`src/rtl/tdtb_pkg.sv`:
```
// shared types and constants for the thread delay timer bank
package tdtb_pkg;

   localparam int THREAD_COUNT_DEFAULT = 8;
   localparam int THREAD_MAX           = 8;
   localparam int THREAD_W             = 3;
   localparam int DELAY_W              = 16;
   localparam int TICK_W               = 32;

   localparam logic [THREAD_MAX-1:0] RESET_DISABLED = 8'b1111_1110;

   typedef enum logic [1:0] {
      OP_TICK    = 2'd0,
      OP_DELAY   = 2'd1,
      OP_ENABLE  = 2'd2,
      OP_DISABLE = 2'd3
   } op_type;

   typedef struct packed {
      logic                go;
      op_type              op;
      logic [THREAD_W-1:0] thread;
      logic [DELAY_W-1:0]  ticks;
   } slot_cmd_type;

   typedef struct packed {
      logic delayed;
      logic disabled;
   } slot_status_type;

endpackage

```
`src/rtl/tdtb_slot.sv`:
```
// delay counter, delayed bit and disable bit of one thread
module tdtb_slot #(
   parameter int SLOT_ID = 0
) (
   input  logic                   clock,
   input  logic                   reset,
   input  tdtb_pkg::slot_cmd_type cmd,
   output tdtb_pkg::slot_status_type status_in
);

   logic [tdtb_pkg::DELAY_W-1:0] count_ff;
   logic [tdtb_pkg::DELAY_W-1:0] count_in;
   logic                         delayed_ff;
   logic                         delayed_in;
   logic                         disabled_ff;
   logic                         disabled_in;
   logic                         hit;

   assign hit = cmd.thread == tdtb_pkg::THREAD_W'(SLOT_ID);

   always_comb begin
      count_in    = count_ff;
      delayed_in  = delayed_ff;
      disabled_in = disabled_ff;
      if (cmd.go) begin
         unique case (cmd.op)
            tdtb_pkg::OP_TICK: begin
               if (delayed_ff) begin
                  count_in   = count_ff - tdtb_pkg::DELAY_W'(1);
                  delayed_in = count_ff != tdtb_pkg::DELAY_W'(1);
               end
            end
            tdtb_pkg::OP_DELAY: begin
               if (hit && cmd.ticks != '0) begin
                  count_in   = cmd.ticks;
                  delayed_in = 1'b1;
               end
            end
            tdtb_pkg::OP_ENABLE: begin
               if (hit) disabled_in = 1'b0;
            end
            tdtb_pkg::OP_DISABLE: begin
               if (hit) disabled_in = 1'b1;
            end
            default: begin
            end
         endcase
      end
   end

   always_ff @(posedge clock) begin
      if (reset) begin
         count_ff    <= '0;
         delayed_ff  <= 1'b0;
         disabled_ff <= tdtb_pkg::RESET_DISABLED[SLOT_ID];
      end else begin
         count_ff    <= count_in;
         delayed_ff  <= delayed_in;
         disabled_ff <= disabled_in;
      end
   end

   assign status_in.delayed  = delayed_in;
   assign status_in.disabled = disabled_in;

endmodule

```
`src/rtl/thread_delay_timer_bank.sv`:
```
// top level: input register, per-thread slots, tick count and result register
// an accepted request passes the input register, then the result register
// one item per cycle when no response is stalled, one response per item
// req_stall rises only while a response is held by rsp_stall
// synchronous reset clears the slot counters, delayed bits and tick count,
// and leaves only thread zero enabled
module thread_delay_timer_bank #(
   parameter int THREAD_COUNT = tdtb_pkg::THREAD_COUNT_DEFAULT
) (
   input  logic                                 clock,
   input  logic                                 reset,
   input  logic                                 req_valid,
   output logic                                 req_stall,
   input  logic [1:0]                           req_opcode,
   input  logic [tdtb_pkg::THREAD_W-1:0]        req_thread,
   input  logic [tdtb_pkg::DELAY_W-1:0]         req_delay_ticks,
   output logic                                 rsp_valid,
   input  logic                                 rsp_stall,
   output logic [tdtb_pkg::THREAD_MAX-1:0]      rsp_delayed_mask,
   output logic [tdtb_pkg::THREAD_MAX-1:0]      rsp_disabled_mask,
   output logic [tdtb_pkg::TICK_W-1:0]          rsp_tick_count
);

   logic                                in_valid_ff;
   logic                                in_valid_in;
   tdtb_pkg::op_type                    in_op_ff;
   logic [tdtb_pkg::THREAD_W-1:0]       in_thread_ff;
   logic [tdtb_pkg::DELAY_W-1:0]        in_ticks_ff;
   logic [tdtb_pkg::TICK_W-1:0]         ticks_ff;
   logic [tdtb_pkg::TICK_W-1:0]         ticks_in;
   logic                                rsp_valid_ff;
   logic                                rsp_valid_in;
   logic [tdtb_pkg::THREAD_MAX-1:0]     delayed_ff;
   logic [tdtb_pkg::THREAD_MAX-1:0]     delayed_in;
   logic [tdtb_pkg::THREAD_MAX-1:0]     disabled_ff;
   logic [tdtb_pkg::THREAD_MAX-1:0]     disabled_in;
   logic                                advance;
   logic                                accept;
   tdtb_pkg::slot_cmd_type              cmd;
   tdtb_pkg::slot_status_type           status [THREAD_COUNT];

   assign advance   = in_valid_ff && (!rsp_valid_ff || !rsp_stall);
   assign req_stall = in_valid_ff && !advance;
   assign accept    = req_valid && !req_stall;

   assign cmd.go     = advance;
   assign cmd.op     = in_op_ff;
   assign cmd.thread = in_thread_ff;
   assign cmd.ticks  = in_ticks_ff;

   for (genvar i = 0; i < THREAD_COUNT; i++) begin : g_slot
      tdtb_slot #(
         .SLOT_ID(i)
      ) u_slot (
         .clock     (clock),
         .reset     (reset),
         .cmd       (cmd),
         .status_in (status[i])
      );
   end

   always_comb begin
      delayed_in  = '0;
      disabled_in = '0;
      for (int i = 0; i < THREAD_COUNT; i++) begin
         delayed_in[i]  = status[i].delayed;
         disabled_in[i] = status[i].disabled;
      end
   end

   assign ticks_in = (advance && in_op_ff == tdtb_pkg::OP_TICK)
                     ? ticks_ff + tdtb_pkg::TICK_W'(1) : ticks_ff;

   assign in_valid_in  = accept || req_stall;
   assign rsp_valid_in = advance || (rsp_valid_ff && rsp_stall);

   always_ff @(posedge clock) begin
      if (reset) begin
         in_valid_ff  <= 1'b0;
         rsp_valid_ff <= 1'b0;
         ticks_ff     <= '0;
      end else begin
         in_valid_ff  <= in_valid_in;
         rsp_valid_ff <= rsp_valid_in;
         ticks_ff     <= ticks_in;
      end
   end

   always_ff @(posedge clock) begin
      if (accept) begin
         in_op_ff     <= tdtb_pkg::op_type'(req_opcode);
         in_thread_ff <= req_thread;
         in_ticks_ff  <= req_delay_ticks;
      end
      if (advance) begin
         delayed_ff  <= delayed_in;
         disabled_ff <= disabled_in;
      end
   end

   assign rsp_valid         = rsp_valid_ff;
   assign rsp_delayed_mask  = delayed_ff;
   assign rsp_disabled_mask = disabled_ff;
   assign rsp_tick_count    = ticks_ff;

endmodule

```
`config.mk`:
```
export PLATFORM = sky130hd
export DESIGN_NAME = thread_delay_timer_bank
export DESIGN_NICKNAME = d
export VERILOG_FILES = /design/src/rtl/tdtb_pkg.sv /design/src/rtl/tdtb_slot.sv /design/src/rtl/thread_delay_timer_bank.sv
export SDC_FILE = /design/constraint.sdc
export NUM_CORES = 1
export LEC_CHECK = 0
export BUFFER_PORTS_ARGS = -buffer_cell sky130_fd_sc_hd__buf_2
export CORE_MARGIN = 5
export CORE_UTILIZATION = 54
export DETAILED_ROUTE_END_ITERATION = 16
export PLACE_DENSITY = 0.72
export SLEW_MARGIN = 20
export SYNTH_ARGS = -nofsm -noshare
export SYNTH_HDL_FRONTEND = slang
export SYNTH_SLANG_ARGS = --single-unit
```
`constraint.sdc`:
```
create_clock -name clock -period 6.41 [get_ports clock]
set_input_delay 0.9615 -clock clock [delete_from_list [all_inputs] [get_ports clock]]
set_output_delay 0.9615 -clock clock [all_outputs]
set_load 0.1 [all_outputs]
```
# Word level (Yosys, flattened, before mapping)
# Cells that the tools add are included.
# W data, S select, Z words.
[word_totals]
ff_bits = 215
latch_bits = 0
mem_bits_rw = 0
romBits = 0
mem_count = 0
[op_classes]
n_addsub = 9
multipliers = 0
n_div = 0
n_lt_le_gt_ge = 0
eq_ne = 34
n_shift = 0
n_mux = 88
bitwise_logic = 0
reduce_logical = 32
[ops]
columns = ["cell", "count"]
rows = [
  ["$mux W16", 16],
  ["$pmux W16 S2", 8],
  ["$ne A16 B1 Y1 const B", 8],
  ["$sub A16 B1 Y16 const B", 8],
  ["$mux W1", 48],
  ["$add A32 B1 Y32 const B", 1],
  ["$ne A2 B1 Y1 const B", 16],
  ["$pmux W1 S2", 16],
  ["$reduce_and A4 Y1", 8],
  ["$reduce_bool A16 Y1", 1],
  ["$logic_and A1 B1 Y1", 13],
  ["$eq A3 B3 Y1 const B", 4],
  ["$eq A3 B2 Y1 const B", 2],
  ["$eq A2 B2 Y1 const B", 2],
  ["$logic_not A1 Y1", 4],
  ["$eq A3 B1 Y1 const B", 1],
  ["$logic_not A3 Y1", 1],
  ["$logic_or A1 B1 Y1", 3],
  ["$eq A2 B1 Y1 const B", 1],
  ["$logic_not A2 Y1", 1],
  ["$reduce_bool A2 Y1", 1],
]

# Depth between registers and ports, before layout
# Gate-level depths: netlist of run 1.
[depth]
depth_word = 8
ltp_mapped = 9

# Cells and area by module
# Synthesis of run 1 repeated with hierarchy kept, for this count alone.
[hier_totals]
hier_cells = 1534
area_unflattened_um2 = 13325.3
[modules_own_cells]
columns = ["module", "n_inst", "cells_each", "area_each_um2", "seq_area_each_um2"]
rows = [
  ["tdtb_slot at g_slot[0].u_slot ...", 3, 163, 1330.0, 360.3],
  ["tdtb_slot at g_slot[3].u_slot ...", 3, 163, 1327.5, 360.3],
  ["thread_delay_timer_bank", 1, 229, 2806.4, 1791.7],
  ["tdtb_slot at g_slot[7].u_slot", 1, 163, 1326.3, 360.3],
  ["tdtb_slot at g_slot[4].u_slot", 1, 164, 1219.9, 360.3],
]

# Worst setup path after synthesis of run 1
# No wires, ideal clock.
[synth_path]
kind = "input to register"
start = "in rsp_stall"
end = "reg in_op_ff[0] (enable)"
arrival_ps = 2604
t_required_ps = 6009
path_slack_ps = 3405
cell_stages = 2
path_buffers = 0
cell_sequence = "and3_1 -> nor2b_1"
[synth_between]
elab_chain_cells = 7
[synth_rtl]
columns = ["item", "line", "source"]
rows = [
  ["from (decl)", "thread_delay_timer_bank.sv:18", "input logic rsp_stall,"],
  ["$logic_not A1 Y1", "thread_delay_timer_bank.sv:42", "assign advance = in_valid_ff && (!rsp_valid_ff || !rsp_stall);"],
  ["$logic_or A1 B1 Y1", "thread_delay_timer_bank.sv:42", ""],
  ["$logic_and A1 B1 Y1", "thread_delay_timer_bank.sv:42", ""],
  ["$logic_not A1 Y1", "thread_delay_timer_bank.sv:43", "assign req_stall = in_valid_ff && !advance;"],
  ["$logic_and A1 B1 Y1", "thread_delay_timer_bank.sv:43", ""],
  ["$logic_not A1 Y1", "thread_delay_timer_bank.sv:44", "assign accept = req_valid && !req_stall;"],
  ["$logic_and A1 B1 Y1", "thread_delay_timer_bank.sv:44", ""],
  ["net accept", "thread_delay_timer_bank.sv:38", "logic accept;"],
  ["to (signal assigned)", "thread_delay_timer_bank.sv:91", "in_op_ff <= tdtb_pkg::op_type'(req_opcode);"],
  ["to (decl)", "thread_delay_timer_bank.sv:26", "tdtb_pkg::op_type in_op_ff;"],
]
# The timed path passes the listed nets, and every way through them passes these cells.
# A chain may end at the register's enable or synchronous reset.

# Worst setup path after layout of run 1
[layout_path]
start = "reg in_ticks_ff[11] in the netlist's numbering"
end = "reg g_slot[2].u_slot.count_ff[2] in the netlist's numbering"
[layout_between]
elab_chain_cells = 4
[layout_rtl]
columns = ["item", "line", "source"]
rows = [
  ["from (decl)", "thread_delay_timer_bank.sv:28", "logic [tdtb_pkg::DELAY_W-1:0] in_ticks_ff;"],
  ["from (signal assigned)", "thread_delay_timer_bank.sv:93", "in_ticks_ff <= req_delay_ticks;"],
  ["$reduce_bool A16 Y1", "tdtb_slot.sv:34", "if (hit && cmd.ticks != '0) begin"],
  ["$logic_and A1 B1 Y1", "tdtb_slot.sv:34", ""],
  ["$ne A2 B1 Y1 (no line)", "n/a", ""],
  ["$reduce_and A4 Y1 (no line)", "n/a", ""],
  ["to (signal assigned)", "tdtb_slot.sv:57", "count_ff <= count_in;"],
  ["to (decl)", "tdtb_slot.sv:11", "logic [tdtb_pkg::DELAY_W-1:0] count_ff;"],
]
# Every way passes these cells.

==> parameters.txt, run 1 <==
Parameter                              Value

Run status
  Run status    completed

Synth
  Number of warnings issued by yosys    0
  Synth Cell Area    about 11000 sq um
  Net count after synthesis    1427
  Post-synth top flop    dfxtp_1
  Synth Instances    1385
  Share of flip-flops with an asynchronous set or reset after synthesis    0%
  Number of enable-type register cells in the synthesized netlist    37
  Syn avg cell area    8.10 sq um
  Sequential share of the synthesized area    41.7%
  Synth unique cells    70
  Synthesis-stage register bit count    215

CTS
  Clk Latency, worst-skew pair    approximately 0.54 ns
  Number of hold buffers added after cts    0
  Clock buffer count from CTS    24
  TritonCTS clock tree    built
  TritonCTS sink count    approximately 220
  Maximum buffer depth of the clock tree    3
  H-tree depth    1
  Setup repair bufs after CTS    0
  Clock-pin transition on the worst setup and hold timing paths    0.06 ns
  Quantity of gates resized following cts    0
  Clock tree root buffer cell    clkbuf_16

Finish
  Layout Cell Area excl Fill    12500 sq um
  Share of final-layout standard cells stronger than drive strength 1    11.5%
  Filler instances    1852
  Number of antenna repair diodes    0
  Area delta synth->final    11.0%
  # nets final    1457

STA
  Slew at the pin closest to its max-slew limit    1.03 ns
  Max Clock Freq    ~330 MHz
  RSZ-0062 raised after global routing    no
  Post-route minimum period    3.01 ns
  Total count of hold-check failures in the final report    0
  Final sum of negative setup slack    0 ns
  Number of setup violations in the final report    0
  Final max-slew violation count    0
  Worst slew margin relative to its limit    around 31%
  Clock Skew    between 0.03 and 0.04 ns
  Fin crit share    46.9%

Floorplanning
  Row count    52
  Floorplan die area    23700 sq um
  Core outline area    about 20000 sq um
  Top-level I/O count    75
  Height of the die    between 150 and 200 microns
  Initial core utilization    a little under three fifths
  Horizontal die dimension    154 microns

GRT
  Number of antenna violations at the first check in global routing    0
  Global-route wire length before repair    51900 microns
  GR Util All Layers    a little over a quarter
  Pin count of the biggest net entering global routing    121
  Via count of the first global-routing pass    9817
  Overall overflow remaining after global route    0

Setup path
  CP startpoint kind    flop
  Crit-path slowest cell    a32oi_2
  Critical path data arrival time    3.45 ns
  Critical-path cell list    nor4_1, a41oi_2, a32oi_2, o21ai_0, a21oi_1
  Critical path required time    6.85 ns
  Classification of the worst setup path    flop to flop
  Crit-path max cell delay    0.81 ns
  Setup crit end kind    flop
  Worst-path maximum fanout    15

Detailed routing
  Number of detailed-route iterations in the first pass    6
  Total wire length after detailed routing    32300 microns
  Detailed-route via count    10800
  Post-route DRC violation count    0
  Per-cell via count in the routed design    6.33
  Post-detailed-route count of antenna-violating nets    0
  Iteration-0 DRC Markers    1095
  Final routed wire length divided by cell count    approximately 19 microns

Placed design
  Post-placement cell area    between 10000 and 15000 sq um
  Global placement routability congestion    0.889
  Placed wire-length estimate    20400 microns
  Buffers added on ports    74

Power and ir drop
  Leakage power figure    4.54 nW
  Total power    between 3 and 4 mW
  Power per cell area    246 nW/um^2
  Worst VDD drop    0.203 mV

Flow run
  # Max-Cap Violations    0

Worst hold path
  Class of the most critical hold timing path    flop to flop
[critical path: cells and delay by family (launching register included)]
kind / cells / cell delay [ns]
AO/OA/AOI/OAI: 4 / 1.70
AND/OR/NAND/NOR: 1 / 0.80
flip-flops: 1 / 0.42
[cells in the mapped netlist, drive strengths merged (4+ instances only)]
cell | n | area [sq um]
a211oi | 8 | 65.1
nand2b | 7 | 43.8
a311oi | 9 | 78.8
o41a | 4 | 45.0
ha | 17 | 213
inv | 35 | 131
or4 | 13 | 109
nand3 | 32 | 160
nor2b | 14 | 87.6
o31a | 5 | 43.8
a31o | 4 | 35.0
nand4 | 22 | 138
and4 | 5 | 43.8
a21oi | 167 | 836
nor4 | 37 | 259
nor2 | 120 | 450
nor3b | 8 | 60.1
o41ai | 12 | 135
nor3 | 51 | 265
a31oi | 23 | 144
buf | 24 | 146
or2 | 10 | 62.6
and2 | 15 | 95.1
nand3b | 9 | 67.6
mux2 | 8 | 90.1
o21a | 10 | 75.1
edfxtp | 37 | 1110
or3 | 15 | 93.8
xnor2 | 14 | 123
dfxtp | 178 | 3560
o211ai | 5 | 37.5
a41oi | 5 | 51.3
clkbuf | 55 | 208
and3 | 21 | 131
xor2 | 16 | 140
nand2 | 138 | 518
nor4b | 6 | 58.8
o21ai | 179 | 896
a21o | 4 | 30.0
o31ai | 20 | 150
[final cells by class]
type / count / area, sq um / share of cell area (%)
sequential: 215 / 4670 / 37.5
timing repair buffer: 84 / 452 / 3.63
clock buffer: 38 / 683 / 5.49
multi-input combinational: 1055 / 6070 / 48.8
inverter: 35 / 131 / 1.06
clock inverter: 5 / 100 / 0.804
tap: 270 / 338 / 2.71
[stage by stage]
| stage | util, % | cells | hold slack, ns | setup slack, ns |
|---|---|---|---|---|
| after floorplan | - | 1385 | 0.442 | 3.41 |
| after global placement | 57.2 | 1658 | 0.456 | 3.04 |
| after detailed placement | 57.2 | 1658 | 0.463 | 2.99 |
| after CTS | 61.0 | 1701 | 0.469 | 3.30 |
| after global routing | 61.1 | 1702 | 0.501 | 3.14 |
| final | 61.1 | 1702 | 0.466 | 3.40 |
[cells in the final DEF (no fill, tap or decap), types with 10 or more instances in the layout]
| cell type | instances |
|---|---|
| o21a_1 | 10 |
| ha_1 | 17 |
| nand3_1 | 32 |
| a21oi_1 | 167 |
| nand4_1 | 22 |
| or4_1 | 10 |
| clkbuf_16 | 24 |
| nand2_1 | 138 |
| o21ai_0 | 178 |
| and2_1 | 14 |
| dfxtp_1 | 178 |
| inv_1 | 34 |
| nor2_1 | 120 |
| or3_1 | 15 |
| xor2_1 | 16 |
| o31ai_1 | 20 |
| edfxtp_1 | 37 |
| nor4_1 | 34 |
| nor2b_1 | 12 |
| a31oi_1 | 22 |
| xnor2_1 | 14 |
| buf_2 | 73 |
| nor3_1 | 49 |
| or2_2 | 10 |
| clkbuf_1 | 11 |
| and3_1 | 21 |
[cell families after synthesis]
group                      count (synthesis)  share of synthesized area (%)
and+or+nand+nor                          525                           23.8
AOI/OAI and AO/OA                        474                           25.0
DFF                                      215                           41.7
buffers and inverters                    115                           4.42
xor gates and xnor gates                  30                           2.34
adders and majority gates                 17                           1.90
muxes                                      9                          0.893
[registers in the layout (all words and copies together) (netlist names)]
register / flops
in_thread_ff: 3
in_op_ff: 2
g_slot.u_slot.disabled_ff: 8
rsp_disabled_mask: 8
g_slot.u_slot.delayed_ff: 8
in_valid_ff: 1
rsp_delayed_mask: 8
rsp_tick_count: 32
in_ticks_ff: 16
g_slot.u_slot.count_ff: 128
rsp_valid: 1
[worst paths after layout]
path | start | end | slack [ns] | cells past startpoint
worst max-delay path | in_ticks_ff[11] | g_slot[2].u_slot.count_ff[2] | 3.40 | 5
worst min-delay path | g_slot[7].u_slot.count_ff[9] | g_slot[7].u_slot.count_ff[9] | 0.47 | 2
worst max register to register | in_ticks_ff[11] | g_slot[2].u_slot.count_ff[2] | 3.40 | 5
worst min register to register | g_slot[7].u_slot.count_ff[9] | g_slot[7].u_slot.count_ff[9] | 0.47 | 2
[metal layers]
layer | vias up | share of wire, % | track usage [%]
li1 | 5147 | - | -
met5 | - | 0 | 0
met1 | 5064 | 44 | 37.6
met2 | 501 | 44 | 40.8
met4 | 0 | 2.9 | 7.65
met3 | 64 | 8.7 | 4.41
[report_power, final]
| part | total [mW] | switching (mW) | internal (mW) | leakage [nW] |
|---|---|---|---|---|
| Combinational | 0.279 | 0.196 | 0.0836 | 2.39 |
| Sequential | 1.42 | 0.0218 | 1.39 | 1.77 |
| Clock | 1.37 | 0.557 | 0.814 | 0.378 |
| Total | 3.07 | 0.775 | 2.29 | 4.54 |
Power figures use the tool's default switching activity.
==> run 2, diff against run 1 <==
- PLACE_DENSITY: 0.72 -> 0.75
- clock period: 6.41 -> 2.7 ns (I/O delays scaled with it)
==> parameters.txt, run 2 (synthesis results as in run 1) <==
Parameter                              Value

Setup path
  Critical path data arrival time    2.91 ns (-0.54 ns)
  Worst-path maximum fanout    12 (-3)
  Reg2Reg Setup Slack    0.23 ns (-3.18 ns)
  Reg-to-Reg Start    in_ticks_ff[6]
  Classification of the worst setup path    flop to flop
  Crit-path slowest cell    a31oi_1
  Critical path required time    3.14 ns (-3.71 ns)
  Endpoint of the worst register-to-register path    g_slot[4].u_slot.count_ff[11]
  Critical-path cell list    nor4_1, buf_4, a41oi_1, a31oi_1, o21ai_0, a21oi_1
  Crit-path max cell delay    0.83 ns (+0.02 ns)
  CP startpoint kind    flop
  Setup crit end kind    flop
  Logic depth of the worst register-to-register path    6 (+1)

CTS
  TritonCTS clock tree    built
  Clock-pin transition on the worst setup and hold timing paths    0.06 ns (about the same)
  Setup repair bufs after CTS    0 (unchanged)
  H-tree depth    1 (unchanged)
  TritonCTS sink count    215 (unchanged)
  Clock tree root buffer cell    clkbuf_16
  Quantity of gates resized following cts    0 (unchanged)
  Clk Latency, worst-skew pair    0.52 ns (-0.02 ns)
  Number of hold buffers added after cts    0 (unchanged)
  Maximum buffer depth of the clock tree    3 (unchanged)
  Clock buffer count from CTS    23 (-4.2%)

Worst hold path
  Startpoint of the worst hold path    req_delay_ticks[7]
  Hold Path Stages    1 (-1)
  Class of the most critical hold timing path    primary input to flop
  End point of the worst hold path    in_ticks_ff[7]

Detailed routing
  Iteration-0 DRC Markers    1115 (+1.8%)
  Post-detailed-route count of antenna-violating nets    0 (unchanged)
  Detailed-route via count    11000 (+1.9%)
  Total wire length after detailed routing    33100 microns (+2.2%)
  Final routed wire length divided by cell count    18.9 microns (-0.74%)
  Post-route DRC violation count    0 (unchanged)
  Per-cell via count in the routed design    6.27 (-1.0%)
  Number of detailed-route iterations in the first pass    6 (unchanged)

Floorplanning
  Top-level I/O count    75 (unchanged)
  Horizontal die dimension    154 microns (unchanged)
  Floorplan die area    23700 sq um (unchanged)
  Row count    52 (unchanged)
  Height of the die    154 microns (unchanged)
  Core outline area    20400 sq um (unchanged)
  Initial core utilization    55.1% (unchanged)

GRT
  Number of antenna violations at the first check in global routing    0 (unchanged)
  GR Util All Layers    26.7% (+0.49 points)
  Overall overflow remaining after global route    0 (unchanged)
  Via count of the first global-routing pass    10100 (+2.4%)
  Pin count of the biggest net entering global routing    80 (-34%)
  Global-route wire length before repair    52900 microns (+1.9%)

STA
  Max Clock Freq    404 MHz (+22%)
  RSZ-0062 raised after global routing    no
  Total count of hold-check failures in the final report    0 (unchanged)
  Final sum of negative setup slack    0 ns (unchanged)
  Final max-slew violation count    0 (unchanged)
  Worst slew margin relative to its limit    26.5% (-4.2 points)
  Clock Skew    0.0150 ns (-0.0162 ns)
  Number of setup violations in the final report    0 (unchanged)
  Slew at the pin closest to its max-slew limit    1.10 ns (+0.0633 ns)
  Post-route minimum period    2.47 ns (-0.532 ns)
  Worst hold margin    0.0591 ns (-0.407 ns)
  Fin crit share    91.6% (+45 points)

Finish
  Highest-count cells in the layout ignoring fill and taps    o21ai_0 (178), dfxtp_1 (178), a21oi_1 (167)
  Share of final-layout standard cells stronger than drive strength 1    14.8% (+3.3 points)
  Largest register FFs    128 (unchanged)
  Area delta synth->final    14.6%
  Largest Register    g_slot.u_slot.count_ff
  Sequential cell area    4670 sq um (unchanged)
  # nets final    1508 (+3.5%)
  Filler instances    1731 (-6.5%)
  Area taken by multi-input logic gates    6060 sq um (-0.23%)
  Number of antenna repair diodes    0 (unchanged)

Flow run
  # Max-Cap Violations    0 (unchanged)

Power and ir drop
  Leakage power figure    4.80 nW (+5.7%)
  Power per cell area    562 nW/um^2 (+130%)
  Worst VDD drop    0.545 mV (+170%)

Placed design
  Buffers added on ports    74 (unchanged)
  Placed wire-length estimate    21600 microns (+6.3%)
  Global placement routability congestion    0.885 (-0.44%)

Run status
  Run status    completed
## run 2: cell count changes in the layout (fill, tap and decap cells not counted), sizes merged
cell,delta
buf,+53
clkbuf,-10
clkinv,+7
inv,+1
## run 2: per-stage QoR
| step | utilization (%) | setup slack, ns | instances | area [sq um] | power (mW) |
|---|---|---|---|---|---|
| after floorplan | - | 0.0212 | 1385 | 11200 | 3.91 |
| after global placement | 59.4 | 0.396 | 1711 | 12100 | 4.12 |
| after detailed placement | 59.4 | 0.301 | 1711 | 12100 | 4.13 |
| after CTS | 63.1 | 0.311 | 1753 | 12900 | 7.24 |
| after global routing | 63.1 | 0.0710 | 1753 | 12900 | 7.46 |
| final | 63.1 | 0.226 | 1753 | 12900 | 7.22 |
## run 2: power breakdown
part           internal [mW]  switching [mW]  leakage (nW)
sequential              3.31          0.0432          1.77
clock                   1.84            1.31         0.374
combinational          0.238           0.487          2.65
## run 2: worst max-delay path by stage
stage | startpoint | endpoint | slack [ns] | cells after the start
after global routing | in_ticks_ff[6] | g_slot[4].u_slot.count_ff[8] | 0.07 | 6
after floorplan | rsp_tick_count[11] | rsp_tick_count[29] | 0.02 | 6
after detailed placement | rsp_stall | g_slot[4].u_slot.count_ff[5] | 0.30 | 6
final | in_ticks_ff[6] | g_slot[4].u_slot.count_ff[11] | 0.23 | 6
after CTS | in_ticks_ff[6] | g_slot[4].u_slot.count_ff[11] | 0.31 | 6
after global placement | in_ticks_ff[6] | g_slot[4].u_slot.count_ff[6] | 0.40 | 6
## run 2: metal layers
layer / routed length, microns / share of wire, % / track usage [%]
met1: 14100 / 43 / 36.5
met2: 14500 / 44 / 41.2
met3: 3160 / 9.6 / 5.99
met4: 1290 / 3.9 / 10.6
met5: 0 / 0 / 0
## run 2: final cells by class
class	count	share of cell area (%)
Multi-Input combinational cell	1055	47.1
Sequential cell	215	36.4
Timing Repair Buffer	136	7.04
Clock buffer	29	4.89
Tap cell	270	2.63
Inverter	35	1.02
Clock inverter	13	0.925
## run 2: worst max-delay path: cells and delay by family (launching register included)
| family | cells | cell delay (ns) |
|---|---|---|
| DFF | 1 | 0.38 |
| AOI/OAI and AO/OA | 4 | 1.48 |
| and+or+nand+nor | 1 | 0.33 |
| buffers and inverters | 1 | 0.20 |
==> run 3, diff against run 2 <==
- MAX_ROUTING_LAYER: unset -> met4
==> parameters.txt, run 3 (synthesis results as in run 1) <==
Parameter                              Value

Power and ir drop
  Clock power share    43.6% (about the same)
  Relative contribution of sequential cells to total power    46.4% (about the same)
  Power per cell area    562 nW/um^2 (about the same)
  Part of the total power dissipated in combinational logic    10.0% (about the same)
  Total power    7.23 mW (about the same)
  Internal    5.39 mW (about the same)
  Share of total power consumed by net switching    25.5% (+0.050 points)
  Net switching power    1.84 mW (+0.26%)
  Worst VDD drop    0.545 mV (about the same)
  Leakage power figure    4.80 nW (unchanged)

STA
  Worst slew margin relative to its limit    26.2% (-0.22 points)
  Slew at the pin closest to its max-slew limit    1.10 ns (+0.00330 ns)
  Clock Skew    0.0130 ns (-0.00201 ns)
  Final sum of negative setup slack    0 ns (unchanged)
  Crit path setup slack, layout    0.242 ns (+0.0160 ns)
  Worst hold margin    0.0581 ns (-0.00101 ns)
  Total count of hold-check failures in the final report    0 (unchanged)
  Post-route minimum period    2.46 ns (-0.0160 ns)
  RSZ-0062 raised after global routing    no
  Number of setup violations in the final report    0 (unchanged)
  Final max-slew violation count    0 (unchanged)
  Max Clock Freq    407 MHz (+0.65%)
  Fin crit share    91.0% (-0.59 points)

Placed design
  Buffers added on ports    74 (unchanged)
  Global placement routability congestion    0.900 (+1.7%)
  Placed wire-length estimate    21600 microns (unchanged)
  Placed instance count    1711 (unchanged)
  Placement-stage worst setup slack    0.301 ns (unchanged)
  Post-placement cell area    12100 sq um (unchanged)

Floorplanning
  Initial core utilization    55.1% (unchanged)
  Top-level I/O count    75 (unchanged)
  Core outline area    20400 sq um (unchanged)
  Height of the die    154 microns (unchanged)
  Row count    52 (unchanged)
  Floorplan die area    23700 sq um (unchanged)
  Horizontal die dimension    154 microns (unchanged)

Flow run
  # Max-Cap Violations    0 (unchanged)

CTS
  Number of hold buffers added after cts    0 (unchanged)
  Setup repair bufs after CTS    0 (unchanged)
  Clock buffer count from CTS    23 (unchanged)
  Quantity of gates resized following cts    0 (unchanged)
  TritonCTS clock tree    built
  Clock tree root buffer cell    clkbuf_16
  Clock-pin transition on the worst setup and hold timing paths    0.06 ns (about the same)
  TritonCTS sink count    215 (unchanged)
  H-tree depth    1 (unchanged)
  Clk Latency, worst-skew pair    0.52 ns (about the same)
  Maximum buffer depth of the clock tree    3 (unchanged)

Setup path
  Crit path from    in_ticks_ff[6]
  Critical Path Sink    g_slot[4].u_slot.count_ff[11]
  Endpoint of the worst register-to-register path    g_slot[4].u_slot.count_ff[11]
  Critical path required time    3.14 ns (about the same)
  Crit-path slowest cell    a31oi_1
  Logic depth of the worst register-to-register path    6 (unchanged)
  Worst-path maximum fanout    12 (unchanged)
  Reg2Reg Setup Slack    0.24 ns (+0.02 ns)
  Classification of the worst setup path    flop to flop
  Reg-to-Reg Start    in_ticks_ff[6]
  Crit-path max cell delay    0.84 ns (about the same)
  CP startpoint kind    flop
  Critical path data arrival time    2.90 ns (about the same)
  Critical-path cell list    nor4_1, buf_4, a41oi_1, a31oi_1, o21ai_0, a21oi_1
  Setup crit end kind    flop

Detailed routing
  Total wire length after detailed routing    33100 microns (+0.13%)
  Number of detailed-route iterations in the first pass    6 (unchanged)
  Post-route DRC violation count    0 (unchanged)
  Post-detailed-route count of antenna-violating nets    0 (unchanged)
  Final routed wire length divided by cell count    18.9 microns (+0.13%)
  Per-cell via count in the routed design    6.25 (-0.21%)
  Detailed-route via count    11000 (-0.21%)
  Iteration-0 DRC Markers    1152 (+3.3%)

Finish
  Number of antenna repair diodes    0 (unchanged)
  Area delta synth->final    14.6% (unchanged)
  Fin util    63.1% (unchanged)
  Largest Register    g_slot.u_slot.count_ff
  Largest register FFs    128 (unchanged)
  Highest-count cells in the layout ignoring fill and taps    o21ai_0 (178), dfxtp_1 (178), a21oi_1 (167)
  Non-filler cells in the finished layout    1753 (unchanged)
  Filler instances    1731 (unchanged)
  # nets final    1508 (unchanged)
  Layout Cell Area excl Fill    12900 sq um (unchanged)
  Sequential cell area    4670 sq um (unchanged)
  Share of final-layout standard cells stronger than drive strength 1    14.8% (unchanged)
  Area taken by multi-input logic gates    6060 sq um (unchanged)

GRT
  GRT met1 Usage    36.4% (-0.088 points)
  Global-route wire length before repair    52900 microns (about the same)
  Overall overflow remaining after global route    0 (unchanged)
  Via count of the first global-routing pass    10100 (unchanged)
  GR Util All Layers    27.5% (+0.79 points)
  Number of antenna violations at the first check in global routing    0 (unchanged)
  Met3 Resource Use GR    6.01% (+0.028 points)
  Met2 Track Usage GR    41.3% (+0.083 points)
  Pin count of the biggest net entering global routing    80 (unchanged)
  Most used routing layer in global routing    met2

Worst hold path
  Class of the most critical hold timing path    primary input to flop

Run status
  Run status    completed
run 3: per-layer routing:
layer  vias up  part of all wire [%]
li1       5264                     -
met1      5079                    42
met2       534                    44
met3        85                   9.6
met4         0                   4.2
met5         -                     0
run 3: layout make-up:
class	count	share of cell area (%)
Tap cell	270	2.63
Clock inverter	13	0.925
Clock buffer	29	4.89
Sequential cell	215	36.4
Multi-Input combinational cell	1055	47.1
Inverter	35	1.02
Timing Repair Buffer	136	7.04
run 3: worst min path at each step:
stage | startpoint | endpoint | slack (ns) | cells past startpoint
final | req_delay_ticks[5] | in_ticks_ff[5] | 0.06 | 1
after global routing | req_delay_ticks[5] | in_ticks_ff[5] | 0.04 | 1
after CTS | req_delay_ticks[7] | in_ticks_ff[7] | 0.05 | 1
after detailed placement | g_slot[6].u_slot.count_ff[12] | g_slot[6].u_slot.count_ff[12] | 0.47 | 2
after floorplan | in_valid_ff | rsp_valid | 0.44 | 2
after global placement | g_slot[2].u_slot.count_ff[15] | g_slot[2].u_slot.count_ff[15] | 0.46 | 2
run 3: worst max-delay path, delay by kind of cell, from the launching register on:
kind,cells,cell delay (ns)
buf+inv,1,0.20
simple gates,1,0.33
flops,1,0.38
compound gates,4,1.47
run 3: power by group through the flow:
stage | Clock [mW] | Sequential [mW] | Combinational (mW)
after global placement | 0 | 3.42 | 0.699
after global routing | 3.32 | 3.36 | 0.784
final | 3.15 | 3.35 | 0.726
after detailed placement | 0 | 3.42 | 0.704
after floorplan | 0 | 3.46 | 0.443
after CTS | 3.17 | 3.35 | 0.710
